===== config.mk =====
export PLATFORM = sky130hd
export DESIGN_NAME = http_request_header_scanner
export DESIGN_NICKNAME = d
export VERILOG_FILES = /design/src/sv/hrs_pkg.sv /design/src/sv/http_request_header_scanner.sv /design/src/sv/hrs_front.sv /design/src/sv/hrs_queue.sv /design/src/sv/hrs_back.sv
export SDC_FILE = /design/constraint.sdc
export NUM_CORES = 1
export LEC_CHECK = 0
export BUFFER_PORTS_ARGS = -buffer_cell sky130_fd_sc_hd__clkbuf_2
export CAP_MARGIN = 10
export CORE_UTILIZATION = 39
export CTS_BUF_LIST = sky130_fd_sc_hd__clkbuf_8
export DETAILED_ROUTE_END_ITERATION = 10
export GPL_ROUTABILITY_DRIVEN = 0
export SETUP_SLACK_MARGIN = 0.1
export SLEW_MARGIN = 5
export SYNTH_ARGS = -nofsm -noshare
export SYNTH_HDL_FRONTEND = slang
export SYNTH_HIERARCHICAL = 1
export SYNTH_SLANG_ARGS = --single-unit

===== constraint.sdc =====
create_clock -name clk -period 4.4 [get_ports clk]
set_input_delay 0.88 -clock clk [delete_from_list [all_inputs] [get_ports clk]]
set_output_delay 0.88 -clock clk [all_outputs]
set_load 0.005 [all_outputs]

===== src/sv/hrs_pkg.sv =====
package hrs_pkg;

  localparam int WIN    = 12;
  localparam int FILL_W = 4;
  localparam int QUEUE_DEPTH_DEF = 2;

  localparam logic [2:0] KIND_URI_BYTE  = 3'd0;
  localparam logic [2:0] KIND_URI_END   = 3'd1;
  localparam logic [2:0] KIND_HOST_BYTE = 3'd2;
  localparam logic [2:0] KIND_HOST_END  = 3'd3;
  localparam logic [2:0] KIND_SUMMARY   = 3'd4;

  localparam logic [1:0] VER_UNKNOWN = 2'd0;
  localparam logic [1:0] VER_1_0     = 2'd1;
  localparam logic [1:0] VER_1_1     = 2'd2;

  localparam logic [1:0] CONN_UNKNOWN    = 2'd0;
  localparam logic [1:0] CONN_KEEP_ALIVE = 2'd1;
  localparam logic [1:0] CONN_CLOSE      = 2'd2;

  localparam logic [7:0] CH_LF    = 8'd10;
  localparam logic [7:0] CH_CR    = 8'd13;
  localparam logic [7:0] CH_SP    = 8'd32;
  localparam logic [7:0] CH_SLASH = 8'd47;
  localparam logic [7:0] CH_ZERO  = 8'd48;
  localparam logic [7:0] CH_ONE   = 8'd49;
  localparam logic [7:0] CH_C     = 8'd67;
  localparam logic [7:0] CH_E_UP  = 8'd69;
  localparam logic [7:0] CH_G     = 8'd71;
  localparam logic [7:0] CH_H     = 8'd72;
  localparam logic [7:0] CH_P     = 8'd80;
  localparam logic [7:0] CH_T     = 8'd84;
  localparam logic [7:0] CH_E     = 8'd101;
  localparam logic [7:0] CH_O     = 8'd111;

  localparam logic [4:0][7:0] HOST_TAG = {8'd58, 8'd116, 8'd115, 8'd111, 8'd72};
  localparam logic [10:0][7:0] CONN_TAG =
    {8'd58, 8'd110, 8'd111, 8'd105, 8'd116, 8'd99, 8'd101, 8'd110, 8'd110, 8'd111, 8'd67};

  // One scan position: the byte under scan at win[0], lookahead behind it.
  typedef struct packed {
    logic [WIN-1:0][7:0] win;
    logic [FILL_W-1:0]   avail;
    logic                summary;
  } hrs_job_t;

endpackage


===== src/sv/http_request_header_scanner.sv =====
// Channel  | Handshake            | Payload
// ---------+----------------------+----------------------------------------------
// input    | in_valid / in_ready  | req_byte, end_of_request
// output   | out_valid / out_ready| kind, text_byte, version, conn_mode,
//          |                      | uri_complete, host_complete, malformed, run_end
//
// A byte is taken each cycle the request streams and the queue has room; each
// byte past the first eleven yields one scan job, at most one result per cycle.
// On the last byte the front drains its 12-byte window, one position a cycle
// while the queue has room, then issues the summary; input is held meanwhile.
// The job queue lets the front keep taking bytes while a result waits.
// Reset is synchronous and active high; it clears window fill, queue and scan
// state. Output stalls back up through the queue into in_ready.
module http_request_header_scanner
  import hrs_pkg::*;
#(
  parameter int QUEUE_DEPTH = QUEUE_DEPTH_DEF
) (
  input  logic       clk,
  input  logic       rst,
  input  logic       in_valid,
  output logic       in_ready,
  input  logic [7:0] req_byte,
  input  logic       end_of_request,
  output logic       out_valid,
  input  logic       out_ready,
  output logic [2:0] kind,
  output logic [7:0] text_byte,
  output logic [1:0] version,
  output logic [1:0] conn_mode,
  output logic       uri_complete,
  output logic       host_complete,
  output logic       malformed,
  output logic       run_end
);

  // Front to queue: scan jobs, each the window seen from one position.
  logic     push;
  hrs_job_t push_job;
  logic     q_ready;
  // Queue to back.
  logic     job_valid;
  hrs_job_t job;
  logic     pop;

  // Hold bytes in the lookahead window and cut out scan jobs.
  hrs_front u_front (
    .clk            (clk),
    .rst            (rst),
    .in_valid       (in_valid),
    .in_ready       (in_ready),
    .req_byte       (req_byte),
    .end_of_request (end_of_request),
    .push           (push),
    .push_job       (push_job),
    .q_ready        (q_ready)
  );

  // Decouple the window from the scanner so each side stalls on its own.
  hrs_queue #(
    .DEPTH (QUEUE_DEPTH)
  ) u_queue (
    .clk       (clk),
    .rst       (rst),
    .push      (push),
    .push_job  (push_job),
    .q_ready   (q_ready),
    .pop_valid (job_valid),
    .pop_job   (job),
    .pop       (pop)
  );

  // Run the header state machine and register each result.
  hrs_back u_back (
    .clk           (clk),
    .rst           (rst),
    .job_valid     (job_valid),
    .job           (job),
    .pop           (pop),
    .out_valid     (out_valid),
    .out_ready     (out_ready),
    .kind          (kind),
    .text_byte     (text_byte),
    .version       (version),
    .conn_mode     (conn_mode),
    .uri_complete  (uri_complete),
    .host_complete (host_complete),
    .malformed     (malformed),
    .run_end       (run_end)
  );

endmodule


===== src/sv/hrs_front.sv =====
module hrs_front
  import hrs_pkg::*;
(
  input  logic       clk,
  input  logic       rst,
  input  logic       in_valid,
  output logic       in_ready,
  input  logic [7:0] req_byte,
  input  logic       end_of_request,
  output logic       push,
  output hrs_job_t   push_job,
  input  logic       q_ready
);

  logic [WIN-1:0][7:0] win;
  logic [FILL_W-1:0]   fill;
  logic                draining;
  logic                accept;
  logic                full_step;

  assign in_ready  = !draining && q_ready;
  assign accept    = in_valid && in_ready;
  assign full_step = accept && !end_of_request && (fill == FILL_W'(WIN - 1));

  always_comb begin
    push     = 1'b0;
    push_job = '0;
    if (draining && q_ready) begin
      push = 1'b1;
      if (fill == '0) begin
        push_job.summary = 1'b1;
      end else begin
        push_job.win   = win;
        push_job.avail = fill;
      end
    end else if (full_step) begin
      push           = 1'b1;
      push_job.win   = win;
      push_job.win[WIN-1] = req_byte;
      push_job.avail = FILL_W'(WIN);
    end
  end

  always_ff @(posedge clk) begin
    if (accept) begin
      if (full_step) begin
        for (int i = 0; i < WIN - 2; i++) win[i] <= win[i+1];
        win[WIN-2] <= req_byte;
      end else begin
        win[fill] <= req_byte;
      end
    end
    if (draining && q_ready && fill != '0) begin
      for (int i = 0; i < WIN - 1; i++) win[i] <= win[i+1];
    end
  end

  always_ff @(posedge clk) begin
    if (rst) begin
      fill     <= '0;
      draining <= 1'b0;
    end else if (accept) begin
      if (end_of_request) begin
        fill     <= fill + 1'b1;
        draining <= 1'b1;
      end else if (!full_step) begin
        fill <= fill + 1'b1;
      end
    end else if (draining && q_ready) begin
      if (fill == '0) draining <= 1'b0;
      else fill <= fill - 1'b1;
    end
  end

endmodule


===== src/sv/hrs_queue.sv =====
module hrs_queue
  import hrs_pkg::*;
#(
  parameter int DEPTH = QUEUE_DEPTH_DEF
) (
  input  logic     clk,
  input  logic     rst,
  input  logic     push,
  input  hrs_job_t push_job,
  output logic     q_ready,
  output logic     pop_valid,
  output hrs_job_t pop_job,
  input  logic     pop
);

  localparam int PW = (DEPTH > 1) ? $clog2(DEPTH) : 1;
  localparam int CW = $clog2(DEPTH + 1);

  hrs_job_t        mem [DEPTH];
  logic [PW-1:0]   wr_ptr;
  logic [PW-1:0]   rd_ptr;
  logic [CW-1:0]   count;
  logic            do_push;
  logic            do_pop;

  assign q_ready   = (count != CW'(DEPTH));
  assign pop_valid = (count != '0);
  assign pop_job   = mem[rd_ptr];
  assign do_push   = push && q_ready;
  assign do_pop    = pop && pop_valid;

  always_ff @(posedge clk) begin
    if (do_push) mem[wr_ptr] <= push_job;
  end

  always_ff @(posedge clk) begin
    if (rst) begin
      wr_ptr <= '0;
      rd_ptr <= '0;
      count  <= '0;
    end else begin
      if (do_push) wr_ptr <= (wr_ptr == PW'(DEPTH - 1)) ? '0 : wr_ptr + 1'b1;
      if (do_pop)  rd_ptr <= (rd_ptr == PW'(DEPTH - 1)) ? '0 : rd_ptr + 1'b1;
      if (do_push && !do_pop) count <= count + 1'b1;
      else if (do_pop && !do_push) count <= count - 1'b1;
    end
  end

endmodule


===== src/sv/hrs_back.sv =====
module hrs_back
  import hrs_pkg::*;
(
  input  logic       clk,
  input  logic       rst,
  input  logic       job_valid,
  input  hrs_job_t   job,
  output logic       pop,
  output logic       out_valid,
  input  logic       out_ready,
  output logic [2:0] kind,
  output logic [7:0] text_byte,
  output logic [1:0] version,
  output logic [1:0] conn_mode,
  output logic       uri_complete,
  output logic       host_complete,
  output logic       malformed,
  output logic       run_end
);

  localparam logic [3:0] ST_START     = 4'd0;
  localparam logic [3:0] ST_GET       = 4'd1;
  localparam logic [3:0] ST_URI       = 4'd2;
  localparam logic [3:0] ST_URI_END   = 4'd3;
  localparam logic [3:0] ST_CRLF      = 4'd4;
  localparam logic [3:0] ST_HOST      = 4'd5;
  localparam logic [3:0] ST_HOST_TEXT = 4'd6;
  localparam logic [3:0] ST_CONN      = 4'd7;
  localparam logic [3:0] ST_OTHER     = 4'd8;

  logic [3:0] state, state_next;
  logic [3:0] skip, skip_next;
  logic [1:0] ver, ver_next;
  logic       f_uri, f_uri_next;
  logic       f_host, f_host_next;
  logic       f_bad, f_bad_next;
  logic       emit;
  logic [2:0] emit_kind;
  logic [7:0] emit_byte;
  logic [7:0] c;
  logic       host_hit;
  logic       conn_hit;
  logic       lf_next;

  assign pop = job_valid && (!out_valid || out_ready);
  assign c   = job.win[0];
  assign lf_next = (job.avail > FILL_W'(1)) && (job.win[1] == CH_LF);

  always_comb begin
    host_hit = (job.avail > FILL_W'(6));
    for (int k = 0; k < 5; k++) if (job.win[k] != HOST_TAG[k]) host_hit = 1'b0;
    conn_hit = (job.avail > FILL_W'(11));
    for (int k = 0; k < 11; k++) if (job.win[k] != CONN_TAG[k]) conn_hit = 1'b0;
  end

  always_comb begin
    state_next  = state;
    skip_next   = skip;
    ver_next    = ver;
    f_uri_next  = f_uri;
    f_host_next = f_host;
    f_bad_next  = f_bad;
    emit        = 1'b0;
    emit_kind   = KIND_URI_BYTE;
    emit_byte   = '0;
    if (job.summary) begin
      emit        = 1'b1;
      emit_kind   = KIND_SUMMARY;
      state_next  = ST_START;
      skip_next   = '0;
      ver_next    = VER_UNKNOWN;
      f_uri_next  = 1'b0;
      f_host_next = 1'b0;
      f_bad_next  = 1'b0;
    end else if (skip != '0) begin
      skip_next = skip - 1'b1;
    end else begin
      case (state)
        ST_START: begin
          if (c == CH_G && job.avail > FILL_W'(4) && job.win[1] == CH_E_UP &&
              job.win[2] == CH_T && job.win[3] == CH_SP) begin
            skip_next  = 4'd3;
            state_next = ST_GET;
          end
        end
        ST_GET: begin
          if (c != CH_SP) begin
            state_next = ST_URI;
            emit       = 1'b1;
            emit_byte  = c;
          end
        end
        ST_URI: begin
          emit = 1'b1;
          if (c == CH_SP) begin
            state_next = ST_URI_END;
            f_uri_next = 1'b1;
            emit_kind  = KIND_URI_END;
          end else begin
            emit_byte = c;
          end
        end
        ST_URI_END: begin
          if (c == CH_H && job.avail > FILL_W'(8) && job.win[1] == CH_T &&
              job.win[2] == CH_T && job.win[3] == CH_P && job.win[4] == CH_SLASH) begin
            if (job.win[5] == CH_ONE && job.win[7] == CH_ONE) ver_next = VER_1_1;
            else if (job.win[5] == CH_ONE && job.win[7] == CH_ZERO) ver_next = VER_1_0;
            skip_next  = 4'd7;
            state_next = ST_OTHER;
          end
        end
        ST_CRLF: begin
          if (c == CH_H && host_hit) begin
            skip_next  = 4'd5;
            state_next = ST_HOST;
          end else if (c == CH_C && conn_hit) begin
            skip_next  = 4'd10;
            state_next = ST_CONN;
          end else if (c != CH_CR) begin
            state_next = ST_OTHER;
          end else if (lf_next) begin
            skip_next  = 4'd1;
            state_next = ST_OTHER;
          end else begin
            f_bad_next = 1'b1;
          end
        end
        ST_HOST: begin
          if (c != CH_SP) begin
            state_next = ST_HOST_TEXT;
            emit       = !lf_next;
            emit_kind  = KIND_HOST_BYTE;
            emit_byte  = c;
          end
        end
        ST_HOST_TEXT: begin
          emit = 1'b1;
          if (c == CH_LF) begin
            state_next  = ST_OTHER;
            f_host_next = 1'b1;
            emit_kind   = KIND_HOST_END;
          end else begin
            emit      = !lf_next;
            emit_kind = KIND_HOST_BYTE;
            emit_byte = c;
          end
        end
        ST_CONN: begin
          if (c == CH_E || c == CH_O) state_next = ST_OTHER;
        end
        default: begin
          if (c == CH_CR && job.avail > FILL_W'(2) && job.win[1] == CH_LF) begin
            skip_next  = 4'd1;
            state_next = ST_CRLF;
          end
        end
      endcase
    end
  end

  always_ff @(posedge clk) begin
    if (rst) begin
      state     <= ST_START;
      skip      <= '0;
      ver       <= VER_UNKNOWN;
      f_uri     <= 1'b0;
      f_host    <= 1'b0;
      f_bad     <= 1'b0;
      out_valid <= 1'b0;
    end else if (pop) begin
      state     <= state_next;
      skip      <= skip_next;
      ver       <= ver_next;
      f_uri     <= f_uri_next;
      f_host    <= f_host_next;
      f_bad     <= f_bad_next;
      out_valid <= emit;
    end else if (out_ready) begin
      out_valid <= 1'b0;
    end
  end

  // Result payload: summary fields stay zero except on the summary.
  always_ff @(posedge clk) begin
    if (pop && emit) begin
      kind          <= emit_kind;
      text_byte     <= emit_byte;
      version       <= job.summary ? ver : VER_UNKNOWN;
      conn_mode     <= !job.summary       ? CONN_UNKNOWN :
                       (ver == VER_1_1)   ? CONN_KEEP_ALIVE :
                       (ver == VER_1_0)   ? CONN_CLOSE : CONN_UNKNOWN;
      uri_complete  <= job.summary && f_uri;
      host_complete <= job.summary && f_host;
      malformed     <= job.summary && f_bad;
      run_end       <= job.summary;
    end
  end

endmodule


==> out/results.tsv, run 1 <==
metric	value	unit
status	finished, final reports clean	
num_antenna_cells	0	
syn_to_final_growth	10.02	%
wl_per_cell	21.07	um
final_cell_mix	edfxtp_1, and2_1, mux2_2	
die_w	195.3	um
fmax	271.8	MHz
io_buffers	33	
cp-start-kind	flop	
dpl_cell_area	15100	um^2
cts_setup_buffers	0	
setup_ws	0.7205	ns
avgSynthCellArea	14.61	um^2
cts.clk_slew.worst_paths	0.06	ns
irDropWorstVdd	0.0002258	V
syn_inst	998	
rows	70	
cts_buffer_depth	3	
critical_path_class	reg2reg	
setup-tns-final	0	ns
drcViolationCount	0	
pre_cts_ws	0.7921	ns
ant_nets	0	
synth_fp_nets	1017	
grt_pass1_wl	50870	um
fin_area	16040	um^2
routed_wl	32930	um
dr.pass1.iters	5	
vias	8594	
endpoint_kind	flop	
initial_core_util	39.72	%
relSlewSlack	21.81	%
cts_buffers	53	
setup_viol	0	
rsz0062_at_grt	no	
post-dp-hpwl	22440	um
p_clk_share	25.4	%
grt_use_total	17.38	%
hold_path.startpoint	u_back/f_host	
fin_skew	0.02365	ns
p_seq_share	48.3	%
reg2regPathDepth	9	
min_to	u_back/f_host	
finalHoldViolations	0	
hold_class	reg2reg	
dieArea	38150	um^2
post-route-period-util	83.62	%
cts_sinks	325	
p_sw	2.878	mW
maxSlewViolCount	0	
core_area	36700	um^2
reg2reg_slack	0.72	ns
fin_crit	3.679	ns
h-tree-depth	2	
tritoncts	done	
final_common_cell	edfxtp_1	
grt_pass1_vias	8899	
synth_area	14580	um^2
arrival	4.13	ns
drt_iter0_markers	636	
p_int	6.124	mW
routed_via_density	5.498	
antenna_found_initial	1	
grt_max_degree	70	
layout.cells.non_filler	1563	
swShare	31.97	%
overflow	0	
worstPathRequired	4.86	ns
clkLatencyLatePin	0.59	ns
min_path_cells	1	
synth-warning-count	6	
p_total	9.001	mW
power_frac_comb	26.3	%
dp.cells	1464	
cp_max_fo	28	
cts.root.buffer_cell	clkbuf_8	
worstReg2RegEnd	u_back/skip[2]	
holdBufCountCts	0	
power_density	561.3	nW/um^2
drv_cap	0	
worst_slew_pin_slew	1.165	ns
pin_count	34	
p_leak	5.383	nW
nets	1071	
drive_gt1_share	20.46	%
cts_resized	0	
dieHeight	195.3	um
==> per-stage QoR <==
| stage | utilization, % | hold WS [ns] |
|---|---|---|
| floorplan | - | 0.4322 |
| global placement | 41.16 | 0.4405 |
| detailed placement | 41.16 | 0.4459 |
| CTS | 43.69 | 0.4608 |
| global route | 43.70 | 0.4749 |
| finish | 43.70 | 0.4572 |
==> flip-flops by register name, summed over array words and instances (netlist names), 2 cells and up, named ones only <==
| signal | cells |
|---|---|
| u_front/fill | 4 |
| u_front/win | 96 |
| u_back/state | 4 |
| u_queue/mem | 186 |
| u_back/conn_mode | 2 |
| u_back/skip | 4 |
| u_back/ver | 2 |
| u_back/kind | 3 |
| u_queue/count | 2 |
| u_back/text_byte | 8 |
| u_back/version | 2 |
==> worst max-delay path by stage <==
stage	start	endpoint	slack, ns	depth (start not counted)
2_1_floorplan	in_valid	u_queue/mem[1][0]	0.26	6
3_3_place_gp	flop	u_back/skip[2]	0.86	9
3_5_place_dp	flop	u_back/skip[2]	0.79	9
4_1_cts	flop	u_back/skip[2]	0.74	9
5_1_grt	flop	u_back/skip[2]	0.51	9
6_report	flop	u_back/skip[2]	0.72	9
==> critical path: stages (launching register included) <==
cell and delay [ns]:
dfxtp_4 0.60, buf_12 0.26, mux2_2 0.36, nor4b_1 0.72, and4_1 0.37, and4b_1 0.24, nand4_1 0.17, a31oi_1 0.30
o21bai_1 0.15, o41ai_1 0.35
==> power by group through the flow <==
stage	clock network [mW]	registers [mW]	logic [mW]
2_1_floorplan	0	4.27	1.87
3_5_place_dp	0	4.41	2.36
3_3_place_gp	0	4.40	2.33
6_report	2.29	4.34	2.37
5_1_grt	2.48	4.40	2.57
4_1_cts	2.35	4.35	2.37
==> cell type report <==
| cell class | instances | area (um^2) |
|---|---|---|
| fillers | 3276 | 20660 |
| clock buffers | 55 | 757.0 |
| flip-flops and latches | 325 | 9523 |
| well taps | 468 | 585.6 |
| inverters | 14 | 53.80 |
| multi-input cells | 605 | 4596 |
| repair buffers | 53 | 350.3 |
| clock inverters | 43 | 171.4 |
==> routing by layer <==
layer / GRT usage (%) / vias up / wire length [um]
li1: - / 4021 / -
met1: 23.39 / 4289 / 14830
met2: 28.96 / 229 / 15950
met3: 2.660 / 55 / 1523
met4: 5.308 / 0 / 631
met5: 0 / - / 0
(Power assumes the default switching activity.)
==> inputs of run 2 (changes only) <==
Settings changed: ABC_AREA from default to 1.
Clock period 4.4 ns to 3.7 ns, I/O delays scaled along.
==> out/results.tsv, run 2 <==
metric	value	unit
post-route-period-util	81.17	%
vias	9805	
syn_inst	1371	
finalHoldViolations	0	
power_density	650.1	nW/um^2
reg2regPathDepth	12	
cp-start-kind	flop	
largest_reg_flops	186	
routed_via_density	4.881	
synth_area	15290	um^2
cts_sinks	325	
fin_crit	3.003	ns
p_int	7.352	mW
swShare	33.70	%
critical_path_class	reg2reg	
irDropWorstVdd	0.0004114	V
setup-tns-final	0	ns
dr.pass1.iters	5	
initial_core_util	39.57	%
power_frac_comb	29.5	%
synth_fp_nets	1390	
grt_use_total	16.96	%
overflow	0	
crit_family	simple AND/OR/NAND/NOR gates	
clkLatencyLatePin	0.61	ns
num-fill-cells	3589	
cts_resized	0	
final_common_cell	edfxtp_1	
cts_buffer_depth	3	
p_leak	6.952	nW
avgSynthCellArea	11.15	um^2
path_buf_inv	1	
dieArea	40010	um^2
reg2reg_slack	0.70	ns
worstPathRequired	4.19	ns
rsz0062_at_grt	no	
drive_gt1_share	17.24	%
crit_slowest_cell	dfxtp_4	
setup_ws	0.6967	ns
die_w	200.0	um
crit_chain	buf_12, mux2_4, nor2_1, nand2_1, nor4_1, nand2_1, nand3_1, o21ai_0, nor2_1, o21ai_0, nand2_1, nor2_1	
grt_pass1_vias	9557	
io_buffers	33	
cp_max_fo	38	
num_antenna_cells	0	
slowest_delay	0.65	ns
min_path_cells	1	
ant_nets	0	
cts_setup_buffers	0	
h-tree-depth	2	
relSlewSlack	51.24	%
hold_class	in2reg	
rows	72	
setup_viol	0	
min_to	u_front/win[90]	
syn_to_final_growth	11.56	%
grt_pass1_wl	51600	um
cts.root.buffer_cell	clkbuf_8	
cts.clk_slew.worst_paths	0.06	ns
pin_count	34	
antenna_found_initial	0	
cts_buffers	53	
p_seq_share	44.7	%
routed_wl	33560	um
holdBufCountCts	0	
tritoncts	done	
worst_slew_pin_slew	0.7315	ns
endpoint_kind	flop	
wl_per_cell	16.71	um
drv_cap	0	
final_util	44.14	%
synth-warning-count	6	
fmax	333.0	MHz
fin_skew	0.02297	ns
maxSlewViolCount	0	
pre_cts_ws	0.6464	ns
drcViolationCount	0	
status	finished, final reports clean	
worstReg2RegEnd	u_back/ver[1]	
hold_path.startpoint	req_byte[2]	
drt_iter0_markers	567	
p_sw	3.738	mW
core_area	38650	um^2
p_total	11.09	mW
p_clk_share	25.8	%
arrival	3.50	ns
final_cell_mix	edfxtp_1, inv_1, nor2_1	
reg_top3	u_queue/mem x186, u_front/win x96, u_back/text_byte x8	
post-dp-hpwl	23430	um
top_register	u_queue/mem	
nets	1466	
dieHeight	200.0	um
grt_max_degree	97	
run 2: through the flow:
step	instances	hold slack [ns]	cell area (um^2)
finish	2009	0.3289	17060
global route	2009	0.3024	17060
CTS	2009	0.2941	17060
detailed placement	1910	0.4399	16080
global placement	1910	0.4372	16080
floorplan	1371	0.4297	15300
run 2: final cells by class:
class | count | area, um^2 | area share [%]
Sequential cell | 325 | 9523 | 55.82
Timing Repair Buffer | 57 | 457.9 | 2.684
Clock inverter | 46 | 246.5 | 1.445
Tap cell | 518 | 648.1 | 3.799
Inverter | 243 | 914.6 | 5.361
Multi-Input combinational cell | 767 | 4541 | 26.62
Clock buffer | 53 | 729.5 | 4.276
run 2: metal layers:
| metal | global-route usage, % | up-vias | routed length, um |
|---|---|---|---|
| met4 | 5.485 | 0 | 613 |
| met3 | 2.671 | 47 | 1725 |
| met2 | 27.94 | 273 | 15940 |
| li1 | - | 4771 | - |
| met1 | 22.89 | 4714 | 15280 |
| met5 | 0 | - | 0 |
run 2: power by group through the flow:
| stage | sequential (mW) | clock, mW | combinational (mW) |
|---|---|---|---|
| 2_1_floorplan | 4.97 | 0 | 2.50 |
| 3_3_place_gp | 5.02 | 0 | 3.21 |
| 3_5_place_dp | 5.04 | 0 | 3.25 |
| 4_1_cts | 4.96 | 2.95 | 3.26 |
| 5_1_grt | 5.01 | 3.12 | 3.60 |
| 6_report | 4.96 | 2.86 | 3.27 |
run 2: how the worst max path moves through the flow:
stage	from	end	slack, ns	cells past startpoint
6_report	flop	u_back/ver[1]	0.70	12
5_1_grt	flop	u_back/ver[1]	0.38	12
4_1_cts	flop	u_back/ver[1]	0.63	12
3_5_place_dp	flop	u_back/ver[1]	0.65	12
3_3_place_gp	flop	u_back/ver[1]	0.67	12
2_1_floorplan	end_of_request	u_queue/mem[0][0]	-0.47	7
